### config.mk
export PLATFORM = sky130hd
export DESIGN_NAME = sal_cell
export DESIGN_NICKNAME = d
export VERILOG_FILES = /design/src/hdl/sal_pkg.sv /design/src/hdl/sal_cell.sv
export SDC_FILE = /design/constraint.sdc
export NUM_CORES = 1
export LEC_CHECK = 0
export ABC_AREA = 1
export BUFFER_PORTS_ARGS = -buffer_cell sky130_fd_sc_hd__buf_2
export CAP_MARGIN = 20
export CORE_MARGIN = 2
export CORE_UTILIZATION = 30
export CTS_CLUSTER_SIZE = 8
export DETAILED_ROUTE_END_ITERATION = 10
export PLACE_DENSITY = 0.67
export SYNTH_ARGS = -nofsm -noshare
export SYNTH_HDL_FRONTEND = slang
export SYNTH_SLANG_ARGS = --single-unit
### constraint.sdc
create_clock -name clk -period 1.7 [get_ports clk]
set_input_delay 0.34 -clock clk [delete_from_list [all_inputs] [get_ports clk]]
set_output_delay 0.34 -clock clk [all_outputs]
set_load 0.05 [all_outputs]
### src/hdl/sal_pkg.sv
// Package: sizes, codes and types of the sorted access-list table
`default_nettype none
package sal_pkg;

  localparam int MAX_ENTRIES = 32;
  localparam int MODE_BITS   = 7;
  localparam int KIND_W      = 2;
  localparam int ID_W        = 32;
  localparam int REQ_W       = 3;
  localparam int STAT_W      = 2;
  localparam int CFG_IDX_W   = 1;
  localparam int CNT_W       = $clog2(MAX_ENTRIES + 1);

  // request codes
  localparam logic [REQ_W-1:0] REQ_GRANT    = 3'd0;
  localparam logic [REQ_W-1:0] REQ_REVOKE   = 3'd1;
  localparam logic [REQ_W-1:0] REQ_SET      = 3'd2;
  localparam logic [REQ_W-1:0] REQ_REMOVE   = 3'd3;
  localparam logic [REQ_W-1:0] REQ_CONTAINS = 3'd4;
  localparam logic [REQ_W-1:0] REQ_DEFAULT  = 3'd5;

  // status codes
  localparam logic [STAT_W-1:0] STAT_OK    = 2'd0;
  localparam logic [STAT_W-1:0] STAT_WORLD = 2'd1;
  localparam logic [STAT_W-1:0] STAT_FULL  = 2'd2;

  // configuration register indexes
  localparam logic [CFG_IDX_W-1:0] CFG_OWNER_MODE = 1'd0;
  localparam logic [CFG_IDX_W-1:0] CFG_WORLD_MODE = 1'd1;

  // identity kinds
  localparam logic [KIND_W-1:0] KIND_WORLD = 2'd0;
  localparam logic [KIND_W-1:0] KIND_USER  = 2'd1;

  typedef struct packed {
    logic [KIND_W-1:0] kind;
    logic [ID_W-1:0]   id;
  } key_t;

  typedef struct packed {
    logic [KIND_W-1:0]    kind;
    logic [ID_W-1:0]      id;
    logic [MODE_BITS-1:0] mode;
  } entry_t;

  // per-cell update command
  typedef enum logic [2:0] {
    OP_HOLD  = 3'd0,
    OP_NEW   = 3'd1,
    OP_LEFT  = 3'd2,
    OP_RIGHT = 3'd3,
    OP_MODE  = 3'd4
  } cell_op_t;

  typedef enum logic [1:0] {
    S_IDLE = 2'b01,
    S_UPD  = 2'b10
  } state_t;

endpackage
`default_nettype wire

### src/hdl/sal_cell.sv
// One table cell: holds an entry, compares it with the key, shifts to or from neighbours
`default_nettype none
module sal_cell (
  input  wire logic              clk,
  input  wire logic              rst,
  input  wire sal_pkg::cell_op_t cmd,
  input  wire sal_pkg::key_t     key,
  input  wire sal_pkg::entry_t   left,
  input  wire sal_pkg::entry_t   right,
  input  wire sal_pkg::entry_t   new_ent,
  input  wire logic [sal_pkg::MODE_BITS-1:0] wr_mode,
  output sal_pkg::entry_t        cur,
  output logic                   gt,
  output logic                   eq
);

  sal_pkg::entry_t ent;

  assign cur = ent;
  assign eq  = (key.kind == ent.kind) && (key.id == ent.id);
  assign gt  = (key.kind > ent.kind) || ((key.kind == ent.kind) && (key.id > ent.id));

  always_ff @(posedge clk) begin
    if (rst) begin
      ent <= '0;
    end else begin
      unique case (cmd)
        sal_pkg::OP_HOLD:  ent <= ent;
        sal_pkg::OP_NEW:   ent <= new_ent;
        sal_pkg::OP_LEFT:  ent <= left;
        sal_pkg::OP_RIGHT: ent <= right;
        sal_pkg::OP_MODE:  ent.mode <= wr_mode;
        default:           ent <= ent;
      endcase
    end
  end

endmodule
`default_nettype wire

After elaboration in Yosys (flattened, before gate mapping)
Cells that the tools add are included.
{ "word_totals": {"elab_cells": 18, "mem_bits_rw": 0, "input_bits": 169, "out_inout_bits": 43, "latchBits": 0, "regBits": 41, "mem_count": 0, "rom_bits": 0} }
{ "classes": {"bitwise_logic": 0, "n_lt_le_gt_ge": 2, "shifts": 0, "eq_ne": 6, "n_addsub": 0, "n_mux": 2, "reduce_logical": 5, "mul": 0, "div": 0} }
{ "op_table": {"columns": ["cell", "n"], "rows": [
  ["$pmux W34 S3", 1],
  ["$eq A32 B32 Y1", 1],
  ["$gt A32 B32 Y1", 1],
  ["$pmux W7 S4", 1],
  ["$eq A3 B2 Y1 const B", 2],
  ["$reduce_bool A4 Y1", 1],
  ["$eq A3 B1 Y1 const B", 1],
  ["$eq A3 B3 Y1 const B", 1],
  ["$reduce_bool A3 Y1", 1],
  ["$eq A2 B2 Y1", 1],
  ["$gt A2 B2 Y1", 1],
  ["$logic_and A1 B1 Y1", 2],
  ["$logic_or A1 B1 Y1", 1]
]} }

Depth between registers and ports, before layout
{ "depth": {"depth_word": 3, "ltp_mapped": 15, "ltp_nobuf": 15} }

Worst setup path before layout
No wires, ideal clock.
{ "synth_path": {"kind": "register to output", "startpoint": "register ent (netlist bit cur[30])", "endpoint": "output port eq", "path_stages_with_launch": 9, "setup_slack_ns": -0.765, "required_ns": 1.360, "t_arrival_ns": 2.125, "n_path_buf": 0, "path_cell_list": "dfxtp_1 inv_1 ha_1 nand2_1 nor2_1 nand4_1 nor2_1 nand2_1 nor2_1"} }
{ "synth_via": {"elab_chain_cells": 2} }
{ "synth_rtl": {"columns": ["element", "line_no", "rtl"], "rows": [
  ["start, declared", "sal_cell.sv:17", "sal_pkg::entry_t ent;"],
  ["start signal, assigned", "sal_cell.sv:28", "sal_pkg::OP_HOLD: ent <= ent;"],
  ["start signal, assigned", "sal_cell.sv:29", "sal_pkg::OP_NEW: ent <= new_ent;"],
  ["start signal, assigned", "sal_cell.sv:30", "sal_pkg::OP_LEFT: ent <= left;"],
  ["$eq A32 B32 Y1", "sal_cell.sv:20", "assign eq = (key.kind == ent.kind) && (key.id == ent.id);"],
  ["$logic_and A1 B1 Y1", "sal_cell.sv:20", null],
  ["end, declared", "sal_cell.sv:14", "output logic eq"]
]} }
Every way passes these cells.

Worst setup path after layout
{ "layout_path": {"startpoint": "register ent (netlist bit cur[38])", "endpoint": "output port gt"} }
{ "layout_via": {"elab_chain_cells": 3} }
{ "layout_rtl": {"columns": ["element", "line_no", "rtl"], "rows": [
  ["$gt A32 B32 Y1", "sal_cell.sv:21", "assign gt = (key.kind > ent.kind) || ((key.kind == ent.kind) && (key.id > ent.id));"],
  ["$logic_and A1 B1 Y1", "sal_cell.sv:21", null],
  ["$logic_or A1 B1 Y1", "sal_cell.sv:21", null],
  ["end, declared", "sal_cell.sv:13", "output logic gt,"]
]} }
Every way passes these cells.

==> results.yml <==
worst_setup_path:
  worstPathArrival_ns: 1.83
  rrSetupSlack_ns: 0.77
  cp_cell_sequence: "inv_1 > ha_1 > a21oi_1 > o21a_1 > nand2_1 > a21oi_2 > nand2_1 > nand2_2 > nand2_4 > buf_8"
  crit_family: "compound AO/OA/AOI/OAI gates"
  start_kind: "flip-flop"
  crit_required_ns: 1.36
  worstSetupPathType: "flip-flop to output port"
  critical-path-slowest-cell: "dfxtp_4"
  max_stage_delay_ns: 0.36
  end_kind: "output port"
  critPathMostFrequentCell: "nand2_1"
  path_max_fanout: 2
  path_buf_inv: 2
global_route:
  grt_max_degree: 26
  grt_pass1_wl_um: 16940
  antenna_found_initial: 0
  track_usage: 0.2059
  first_global_vias: 3705
  overflow: 0
cts:
  cts-root-buf: "clkbuf_8"
  cts.htree.levels: 2
  clk_path_buf_depth: 2
  cts.clk_slew.worst_paths_ns: 0.08
  cts_hold_buf: 0
  cts_made_buffers: 5
  clock_latency_ns: 0.29
  cts_tree: "done"
  cts_sinks: 41
outcome:
  failed_checks: "setup timing"
  status: "finished, violations left"
routing:
  antenna_left: 0
  routed_wl_um: 11200
  via_per_inst: 4.835
  drtIter0Drc: 118
  num_vias: 3849
  wl_per_cell_um: 14.06
  drc: 0
  first_pass_iters: 4
final_layout:
  drive_gt1_frac: 0.5352
  fillers: 938
  final_cells: 796
  area_growth_syn_to_layout_pct: 69.59
  num-nets-final: 869
  largest_reg_flops: 41
  diodes: 0
synthesis:
  synth.most_common_cell: "nand2_1"
  synthArstFlopShare: 0
  synth_top_area_share: 0.2818
  synth_cell_type_count: 26
  yosysTopAreaCell: "dfxtp_1"
  synth_edf_count: 0
  synthCells: 422
  netlist_top_cells_count: "nand2_1, a21oi_1, inv_1, dfxtp_1, o21ai_0"
  synth_ff_type: "dfxtp_1"
  netlist_area_um2: 2913
  synth_area_leaders: "dfxtp_1, ha_1, nand2_1"
  synth_fp_nets: 625
  synth_seq_cells: 41
  yosysWarningCount: 0
  yosysSeqAreaShare: 0.2818
  syn-mean-instance-area_um2: 6.902
floorplan:
  initial_core_util: 0.3123
  coreArea_um2: 9328
  io_pins: 212
  fp.dieW_um: 102.5
  dieArea_um2: 10510
  die_h_um: 102.5
  fp-row-count: 35
sta:
  worstMarginPinSlew_ns: 0.3502
  slew_violations: 0
  hold_viol: 0
  final.setup.tns_ns: -0.8549
  post-route-period-util: 1.276
  skew_ns: 0
  timing.slew.headroom: 0.7666
  layout_setup_ws_ns: -0.4692
  rsz0062_at_grt: "true"
  final-setup-viol-count: 2
  finalCriticalPeriod_ns: 2.169
  fmax_mhz: 461.0
place:
  io_buffers: 211
  dp_cells: 786
  place.gp.congestion: 0.9140
  post-dp-hpwl_um: 9065
  pre_cts_slack_ns: -0.4039
power:
  p_total_w: 0.003108
  peakVddDrop_mv: 0.3090
  leakagePower_nw: 2.413
  power_density_nw_per_um2: 629.2
hold_path:
  hp-class: "input pin to flip-flop"
job:
  drv_cap: 0
## stage by stage
stage	utilization	cell area (um^2)	hold slack, ns
after global routing	0.5296	4940	0.2695
after CTS	0.5174	4826	0.2684
after global placement	0.4971	4637	0.4945
after detailed placement	0.4971	4637	0.5012
after floorplan	-	3102	0.4771
final	0.5296	4940	0.2767
## path summary, 6_finish.rpt
path | endpoint | startpoint | cells past startpoint
max | gt | cur[38] | 10
min | cur[11] | left[11] | 3
max reg2reg | cur[28] | cur[28] | 4
min reg2reg | cur[5] | cur[5] | 2
## layer usage
layer,routed length (um),part of all wire,global-route usage
met4,147,0.013,0.05333
met5,0,0,0
met1,4529,0.40,0.2446
met2,5705,0.51,0.3761
met3,812,0.073,0.04271
## report_power, final
part,leakage (nW),internal (W),total [W],switching (W)
Combinational,2.01,0.000554,0.00136,0.000804
Sequential,0.359,0.00103,0.00108,0.0000441
Clock,0.0455,0.000332,0.000674,0.000343
## repair_timing
action | 4_1_cts | 5_1_grt
setup buffers | 1 | 1
setup endpoints to repair | 2 | 2
gates resized for setup | 16 | 27
pin swaps | 13 | 13
## logic make-up after synthesis
family / synth area share
AOI/OAI and AO/OA: 0.2882
and+or+nand+nor: 0.1839
buffers and inverters: 0.1001
DFF: 0.2818
adders and majority gates: 0.1460
## layout make-up
class                   count  area (um^2)  area share
inverters                  51        191.4     0.03875
well taps                 129        161.4     0.03267
clock buffers               8        90.09     0.01824
repair buffers            259         1499      0.3034
multi-input cells         308         2066      0.4182
flip-flops and latches     41        932.1      0.1887
## worst min-delay path: stages
cell and delay [ns]:
buf_2 0.09, nand2_1 0.05, a21oi_1 0.05
## placed cells by master (no fill, tap or decap), drive strengths merged
cell type  count
ha            34
dfxtp         41
a22oi          3
a31oi         11
buf          259
o21ai         43
a211oi         2
a21oi         51
nand4          3
nor2          19
a21o           1
a41oi          2
inv           51
a221oi        25
clkbuf         8
nand3          4
nand2        108
o21a           1
o211ai         1
Note: power is estimated with default switching activity, not from simulation.
